## src/rtl/hbc_pkg.sv

```systemverilog
package hbc_pkg;

    localparam int SLOTS          = 1024;
    localparam int SLOT_W         = $clog2(SLOTS);
    localparam int HEAP_WORDS     = 65536;
    localparam int ADDR_W         = 16;
    localparam int POS_W          = 17;
    localparam int BASE_OFFSET    = 1;
    localparam int COLLECT_BUDGET = 4096;
    localparam int WORD_BYTES     = 8;
    localparam int SLICE_OVERHEAD = 12;
    localparam int BUDGET_WORDS   = COLLECT_BUDGET / WORD_BYTES;
    localparam int RSZ_W          = 18;
    localparam int LW_W           = 18;
    localparam int LIMIT_RESET    = 65536;

    typedef enum logic [2:0] {
        OP_CREATE  = 3'd0,
        OP_GRAB    = 3'd1,
        OP_RELEASE = 3'd2,
        OP_GET_PTR = 3'd3,
        OP_GET_ID  = 3'd4,
        OP_COLLECT = 3'd5,
        OP_READ    = 3'd6,
        OP_WRITE   = 3'd7
    } op_t;

    typedef enum logic [2:0] {
        ST_OK        = 3'd0,
        ST_NO_SPACE  = 3'd1,
        ST_NO_SLOT   = 3'd2,
        ST_UNKNOWN   = 3'd3,
        ST_UNDERFLOW = 3'd4,
        ST_RANGE     = 3'd5
    } status_t;

    typedef struct packed {
        op_t          operation;
        logic [19:0]  size_bytes;
        logic [31:0]  handle;
        logic [15:0]  address;
        logic [15:0]  steps;
        logic [63:0]  write_data;
    } in_req_t;

    typedef struct packed {
        logic [31:0]  result_handle;
        logic [15:0]  payload_address;
        logic [63:0]  read_data;
        logic [2:0]   status;
        logic         collecting;
        logic [16:0]  used_words;
    } out_rsp_t;

    typedef enum logic [4:0] {
        S_CLEAR, S_IDLE,
        S_CR_CHECK, S_CR_PROBE, S_CR_TEST, S_CR_HDR, S_CR_ID,
        S_LK_TAB, S_LK_OFF, S_GI_CHK, S_HDR, S_ID,
        S_RD, S_RD_DATA, S_WR,
        S_CO_INIT, S_CO_PASS, S_CO_LOOP, S_CO_HDR, S_CO_UID, S_CO_COPY,
        S_CO_FILL, S_CO_FRD, S_CO_FWR, S_CO_END,
        S_DONE
    } state_t;

    typedef enum logic [4:0] {
        DP_NONE, DP_CLEAR, DP_LATCH,
        DP_CR_CHECK, DP_CR_PROBE, DP_CR_TEST, DP_CR_HDR, DP_CR_ID,
        DP_LK_TAB, DP_LK_OFF, DP_GI_CHK, DP_HDR, DP_ID,
        DP_RD, DP_RD_DATA, DP_WR,
        DP_CO_INIT, DP_CO_PASS, DP_CO_LOOP, DP_CO_HDR, DP_CO_UID, DP_CO_COPY,
        DP_CO_FILL, DP_CO_FRD, DP_CO_FWR, DP_CO_END,
        DP_OUT
    } dp_cmd_t;

    typedef struct packed {
        logic clr_last;
        logic nospace;
        logic table_zero;
        logic tries_done;
        logic range_err;
        logic at_end;
        logic over;
        logic gap;
        logic dead;
        logic copy_last;
        logic more;
    } dp_sts_t;

endpackage

```

## src/rtl/hbc_ctrl.sv

```systemverilog
module hbc_ctrl (
    input  logic             clk,
    input  logic             rst_n,
    input  logic             in_valid,
    output logic             in_ready,
    input  hbc_pkg::op_t     operation,
    output logic             out_valid,
    input  logic             out_ready,
    output hbc_pkg::dp_cmd_t cmd,
    input  hbc_pkg::dp_sts_t sts
);

    hbc_pkg::state_t state_reg, state_next;
    logic            out_valid_reg, out_valid_next;
    logic            out_free;

    assign out_free = !out_valid_reg || out_ready;

    always_ff @(posedge clk or negedge rst_n)
    begin
        if (!rst_n)
        begin
            state_reg     <= hbc_pkg::S_CLEAR;
            out_valid_reg <= 1'b0;
        end
        else
        begin
            state_reg     <= state_next;
            out_valid_reg <= out_valid_next;
        end
    end

    // next state
    always_comb
    begin
        state_next = state_reg;
        unique case (state_reg)
            hbc_pkg::S_CLEAR:    if (sts.clr_last) state_next = hbc_pkg::S_IDLE;
            hbc_pkg::S_IDLE:
            begin
                if (in_valid)
                begin
                    unique case (operation)
                        hbc_pkg::OP_CREATE:  state_next = hbc_pkg::S_CR_CHECK;
                        hbc_pkg::OP_GRAB,
                        hbc_pkg::OP_RELEASE,
                        hbc_pkg::OP_GET_PTR: state_next = hbc_pkg::S_LK_TAB;
                        hbc_pkg::OP_GET_ID:  state_next = hbc_pkg::S_GI_CHK;
                        hbc_pkg::OP_COLLECT: state_next = hbc_pkg::S_CO_INIT;
                        hbc_pkg::OP_READ:    state_next = hbc_pkg::S_RD;
                        default:             state_next = hbc_pkg::S_WR;
                    endcase
                end
            end
            hbc_pkg::S_CR_CHECK:
                state_next = sts.nospace ? hbc_pkg::S_DONE : hbc_pkg::S_CR_PROBE;
            hbc_pkg::S_CR_PROBE: state_next = hbc_pkg::S_CR_TEST;
            hbc_pkg::S_CR_TEST:
            begin
                if (sts.table_zero)
                    state_next = hbc_pkg::S_CR_HDR;
                else if (sts.tries_done)
                    state_next = hbc_pkg::S_DONE;
                else
                    state_next = hbc_pkg::S_CR_PROBE;
            end
            hbc_pkg::S_CR_HDR:   state_next = hbc_pkg::S_CR_ID;
            hbc_pkg::S_CR_ID:    state_next = hbc_pkg::S_DONE;
            hbc_pkg::S_LK_TAB:   state_next = hbc_pkg::S_LK_OFF;
            hbc_pkg::S_LK_OFF:
                state_next = sts.table_zero ? hbc_pkg::S_DONE : hbc_pkg::S_HDR;
            hbc_pkg::S_GI_CHK:
                state_next = sts.range_err ? hbc_pkg::S_DONE : hbc_pkg::S_HDR;
            hbc_pkg::S_HDR:      state_next = hbc_pkg::S_ID;
            hbc_pkg::S_ID:       state_next = hbc_pkg::S_DONE;
            hbc_pkg::S_RD:       state_next = hbc_pkg::S_RD_DATA;
            hbc_pkg::S_RD_DATA:  state_next = hbc_pkg::S_DONE;
            hbc_pkg::S_WR:       state_next = hbc_pkg::S_DONE;
            hbc_pkg::S_CO_INIT:  state_next = hbc_pkg::S_CO_PASS;
            hbc_pkg::S_CO_PASS:  state_next = hbc_pkg::S_CO_LOOP;
            hbc_pkg::S_CO_LOOP:
            begin
                if (sts.at_end)
                    state_next = hbc_pkg::S_CO_END;
                else if (sts.over)
                    state_next = sts.gap ? hbc_pkg::S_CO_FILL : hbc_pkg::S_CO_END;
                else
                    state_next = hbc_pkg::S_CO_HDR;
            end
            hbc_pkg::S_CO_HDR:   state_next = hbc_pkg::S_CO_UID;
            hbc_pkg::S_CO_UID:
                state_next = (!sts.dead && sts.gap) ? hbc_pkg::S_CO_COPY
                                                    : hbc_pkg::S_CO_LOOP;
            hbc_pkg::S_CO_COPY:
                state_next = sts.copy_last ? hbc_pkg::S_CO_LOOP : hbc_pkg::S_CO_COPY;
            hbc_pkg::S_CO_FILL:  state_next = hbc_pkg::S_CO_FRD;
            hbc_pkg::S_CO_FRD:   state_next = hbc_pkg::S_CO_FWR;
            hbc_pkg::S_CO_FWR:   state_next = hbc_pkg::S_CO_END;
            hbc_pkg::S_CO_END:
                state_next = sts.more ? hbc_pkg::S_CO_PASS : hbc_pkg::S_DONE;
            hbc_pkg::S_DONE:     if (out_free) state_next = hbc_pkg::S_IDLE;
            default:             state_next = hbc_pkg::S_IDLE;
        endcase
    end

    // outputs
    always_comb
    begin
        in_ready       = 1'b0;
        cmd            = hbc_pkg::DP_NONE;
        out_valid_next = out_valid_reg && !out_ready;
        unique case (state_reg)
            hbc_pkg::S_CLEAR:    cmd = hbc_pkg::DP_CLEAR;
            hbc_pkg::S_IDLE:
            begin
                in_ready = 1'b1;
                if (in_valid) cmd = hbc_pkg::DP_LATCH;
            end
            hbc_pkg::S_CR_CHECK: cmd = hbc_pkg::DP_CR_CHECK;
            hbc_pkg::S_CR_PROBE: cmd = hbc_pkg::DP_CR_PROBE;
            hbc_pkg::S_CR_TEST:  cmd = hbc_pkg::DP_CR_TEST;
            hbc_pkg::S_CR_HDR:   cmd = hbc_pkg::DP_CR_HDR;
            hbc_pkg::S_CR_ID:    cmd = hbc_pkg::DP_CR_ID;
            hbc_pkg::S_LK_TAB:   cmd = hbc_pkg::DP_LK_TAB;
            hbc_pkg::S_LK_OFF:   cmd = hbc_pkg::DP_LK_OFF;
            hbc_pkg::S_GI_CHK:   cmd = hbc_pkg::DP_GI_CHK;
            hbc_pkg::S_HDR:      cmd = hbc_pkg::DP_HDR;
            hbc_pkg::S_ID:       cmd = hbc_pkg::DP_ID;
            hbc_pkg::S_RD:       cmd = hbc_pkg::DP_RD;
            hbc_pkg::S_RD_DATA:  cmd = hbc_pkg::DP_RD_DATA;
            hbc_pkg::S_WR:       cmd = hbc_pkg::DP_WR;
            hbc_pkg::S_CO_INIT:  cmd = hbc_pkg::DP_CO_INIT;
            hbc_pkg::S_CO_PASS:  cmd = hbc_pkg::DP_CO_PASS;
            hbc_pkg::S_CO_LOOP:  cmd = hbc_pkg::DP_CO_LOOP;
            hbc_pkg::S_CO_HDR:   cmd = hbc_pkg::DP_CO_HDR;
            hbc_pkg::S_CO_UID:   cmd = hbc_pkg::DP_CO_UID;
            hbc_pkg::S_CO_COPY:  cmd = hbc_pkg::DP_CO_COPY;
            hbc_pkg::S_CO_FILL:  cmd = hbc_pkg::DP_CO_FILL;
            hbc_pkg::S_CO_FRD:   cmd = hbc_pkg::DP_CO_FRD;
            hbc_pkg::S_CO_FWR:   cmd = hbc_pkg::DP_CO_FWR;
            hbc_pkg::S_CO_END:   cmd = hbc_pkg::DP_CO_END;
            hbc_pkg::S_DONE:
            begin
                if (out_free)
                begin
                    cmd            = hbc_pkg::DP_OUT;
                    out_valid_next = 1'b1;
                end
            end
            default:             cmd = hbc_pkg::DP_NONE;
        endcase
    end

    assign out_valid = out_valid_reg;

    a_out_from_done: assert property (@(posedge clk) disable iff (!rst_n)
        $rose(out_valid_reg) |-> $past(state_reg == hbc_pkg::S_DONE))
        else $error("response raised outside completion");

    a_accept_leaves_idle: assert property (@(posedge clk) disable iff (!rst_n)
        in_valid && in_ready |=> state_reg != hbc_pkg::S_IDLE)
        else $error("accepted request did not start work");

    a_no_accept_in_clear: assert property (@(posedge clk) disable iff (!rst_n)
        $past(state_reg == hbc_pkg::S_CLEAR) && state_reg != hbc_pkg::S_CLEAR
        |-> state_reg == hbc_pkg::S_IDLE && $past(sts.clr_last))
        else $error("table clear left early");

endmodule

```

## config.mk

```make
export PLATFORM = sky130hd
export DESIGN_NAME = hbc_ctrl
export DESIGN_NICKNAME = d
export VERILOG_FILES = /design/src/rtl/hbc_pkg.sv /design/src/rtl/hbc_ctrl.sv
export SDC_FILE = /design/constraint.sdc
export NUM_CORES = 1
export LEC_CHECK = 0
export BUFFER_PORTS_ARGS = -buffer_cell sky130_fd_sc_hd__buf_4
export CAP_MARGIN = 20
export CORE_UTILIZATION = 55
export CTS_CLUSTER_DIAMETER = 50
export DETAILED_ROUTE_END_ITERATION = 16
export HOLD_SLACK_MARGIN = 0.12
export PLACE_DENSITY = 0.85
export SYNTH_ARGS = -nofsm -noshare
export SYNTH_HDL_FRONTEND = slang
export SYNTH_SLANG_ARGS = --single-unit
export TNS_END_PERCENT = 1
```

## constraint.sdc

```tcl
create_clock -name clk -period 2.05 [get_ports clk]
set_input_delay 0.41 -clock clk [delete_from_list [all_inputs] [get_ports clk]]
set_output_delay 0.41 -clock clk [all_outputs]
set_load 0.02 [all_outputs]
```

==> summary.md <==
| Metric | Value |
|---|---|
| Outcome | `finished clean` |
| Maximum number of buffers from clock root to sink | `2` |
| Count of cell types in the netlist | `46` |
| Initial drt markers | `just under 50` |
| Die Height | `between 40 and 50 µm` |
| Cell area power density | `approximately 1600 nW/µm²` |
| Vias per std cell | `a little under 7` |
| Routed length per placed instance | `~16 µm` |
| Internal cell power | `0.845 mW` |
| Global-route wire length before repair | `~4.7 mm` |
| Largest fanout of any net on the critical path | `20` |
| Total net switching power | `slightly above 0.9 mW` |
| Number of flip-flops under the largest register name | `5` |
| Initial Util | `0.587` |
| List of cells traversed by the critical path | `buf_4, a21oi_1, o31ai_1, o21ai_1, buf_4` |
| Instance count of the mapped netlist | `around 120` |
| Area after detailed placement | `1080 µm²` |
| Filler Cell Count | `125` |
| Final WS setup | `roughly 0.17 ns` |
| Die outline width | `approximately 42 µm` |
| Proportion of layout cells with a drive suffix above 1 | `0.333` |
| Final Instance Area | `between 1000 and 1500 µm²` |
| Combinational power share | `0.756` |
| Number of antenna violations at the first check in global routing | `0` |
| Master of the slowest instance on the critical path | `dfrtp_1` |
| Hpwl dp | `between 2 and 2.5 mm` |
| Transition time of the tightest slew-check pin | `about 0.31 ns` |
| Switching share of total power | `0.521` |
| Routed vias | `1,117` |
| Worst hold slack after final layout | `about 0.5 ns` |
| Reg clk slew, reported paths | `roughly 0.050 ns` |
| EDFF count, synth | `0` |
| Async set-reset flop share out of synthesis | `1.00` |
| Worst-case register-to-register setup slack | `around 0.34 ns` |
| Placed insts | `around 160` |
| Area growth from synthesis to layout | `28.2%` |
| Min Tclk post-route | `roughly 1.9 ns` |
| Total number of H-tree levels | `1` |
| CTS sink count | `6` |
| Worst-Skew Late Latency | `approximately 0.25 ns` |
| Count of buffers inserted at the top-level ports | `24` |
| Maximum number of pins on one net before global-route repair | `21` |
| Final setup skew | `between 0.004 and 0.005 ns` |
| Worst setup EP type | `primary output` |
| Most common library cell in the layout ignoring fill and taps | `buf_4` |
| Number of buffers added for setup after CTS | `0` |
| Area of the multi-input gates | `roughly 650 µm²` |
| Clock share of power | `0.063` |
| Sequential Area | `155 µm²` |
| Most numerous cell on the critical path | `buf_4` |
| CP Class | `reg -> out` |
| Final worst path period share | `0.916` |
| Num ports | `25` |
| Most common flop cell mapped by yosys | `dfrtp_1` |
| Slew Viols, Final | `0` |
| Most frequent cells in the layout | `buf_4, a21oi_1, nand2_1, nor2_1, a31oi_1` |
| Antenna cells | `0` |
| Floorplan die area | `~1800 µm²` |
| Post-synthesis sequential area ratio | `0.172` |
| Total global-route track usage | `0.344` |
| Post-placement setup slack | `roughly 0.18 ns` |
| Cell Count, Final, Fillers Out | `around 170` |
| Number of iterations in the first detailed-routing pass | `4` |
| Total gr overflow | `0` |
| Syn nets | `about 140` |
| Sum of buffers and inverters on the critical path | `2` |
| Slew headroom | `0.791` |
| Placeable Area | `1490 µm²` |
| Worst IR Drop VDD | `~790 µV` |
| #FFs+latches synth | `6` |
| TNS Setup | `0 ns` |
| Summed instance area of the synthesized netlist | `about 870 µm²` |
| Longest individual stage delay on the worst path | `around 0.35 ns` |
| Top achievable clock speed | `0.533 GHz` |
| Drt drc | `0` |
| End-of-flow core utilization | `0.753` |
| CTS tree | `done` |
| Family of cells with the greatest summed delay on the critical path | `compound AO/OA/AOI/OAI gates` |
| Fraction of power consumed by sequential logic | `0.182` |
| Routed Antenna Nets | `0` |
| Maximum Capacitance Violations | `0` |
| YS warnings | `0` |
| Syn avg cell area | `7.05 µm²` |
| Setup repair after global routing missed its margin | `false` |
| Data required time at the worst endpoint | `1.64 ns` |
| Setup violations, final | `0` |
| Number of global-route vias before repair | `~1,100` |
| Critical path arrival | `approximately 1.5 ns` |
| Std cell rows | `14` |
| Nature of the critical path startpoint | `flip-flop` |
| Number of nets at the end of the flow | `between 150 and 200` |
| Min-delay worst type | `in -> async` |
| Total CTS buffers | `3` |
| Final-report hold violation count | `0` |
| Leak Pwr | `0.469 nW` |
| Overall power after layout | `~1.8 mW` |
| Routability congestion estimate from global placement | `just under 0.9` |
| Wire length after detailed routing | `2.67 mm` |
| Cell chosen for the clock root | `clkbuf_4` |
worst paths after layout:
check                             start           end  cells after the start
max                        state_reg[2]        cmd[3]                      5
min                               rst_n     out_valid                      2
max reg2reg                state_reg[0]  state_reg[0]                      5
min reg2reg                state_reg[1]  state_reg[3]                      3
max in group asynchronous         rst_n  state_reg[3]                      2
min in group clk                sts[10]  state_reg[0]                      3
layer usage:
metal / vias to the layer above / GRT usage / part of all wire
li1: 529 / - / -
met1: 522 / 0.448 / 0.41
met2: 60 / 0.544 / 0.49
met3: 6 / 0.0957 / 0.084
met4: 0 / 0.116 / 0.017
met5: - / 0 / 0
cell families after synthesis:
family | share of synthesized area
and+or+nand+nor | 0.296
AOI/OAI and AO/OA | 0.403
muxes | 0.0229
xor gates and xnor gates | 0.0100
DFF | 0.172
buffers and inverters | 0.0958
power by group through the flow:
stage / registers, mW / clock network, mW / logic, mW
2_1_floorplan: 0.228 / 0 / 1.01
3_3_place_gp: 0.308 / 0 / 1.28
3_5_place_dp: 0.312 / 0 / 1.31
4_1_cts: 0.308 / 0.112 / 1.31
5_1_grt: 0.336 / 0.125 / 1.46
6_report: 0.321 / 0.110 / 1.33
layout make-up:
class                      instances  area share
multi-input combinational        102       0.577
timing repair buffer              34       0.230
sequential                         6       0.138
clock buffer                       3      0.0201
inverter                           5      0.0167
tap                               16      0.0179
repair_timing:
item                       CTS  global route
setup endpoints to repair    0             2
hold buffers                 1             0
resized for setup            0             7
hold endpoints to repair     6             0
cell usage after synthesis (all sizes together) (4+ instances only):
| cell type | count | area share |
|---|---|---|
| a31oi | 5 | 0.036 |
| inv | 4 | 0.017 |
| nor3 | 4 | 0.023 |
| o211ai | 4 | 0.034 |
| o22ai | 4 | 0.029 |
| nand2 | 12 | 0.051 |
| nor2 | 11 | 0.050 |
| buf | 8 | 0.062 |
| nor2b | 4 | 0.029 |
| o21ai | 6 | 0.034 |
| dfrtp | 6 | 0.17 |
| a21oi | 12 | 0.069 |
(Power assumes the default switching activity.)
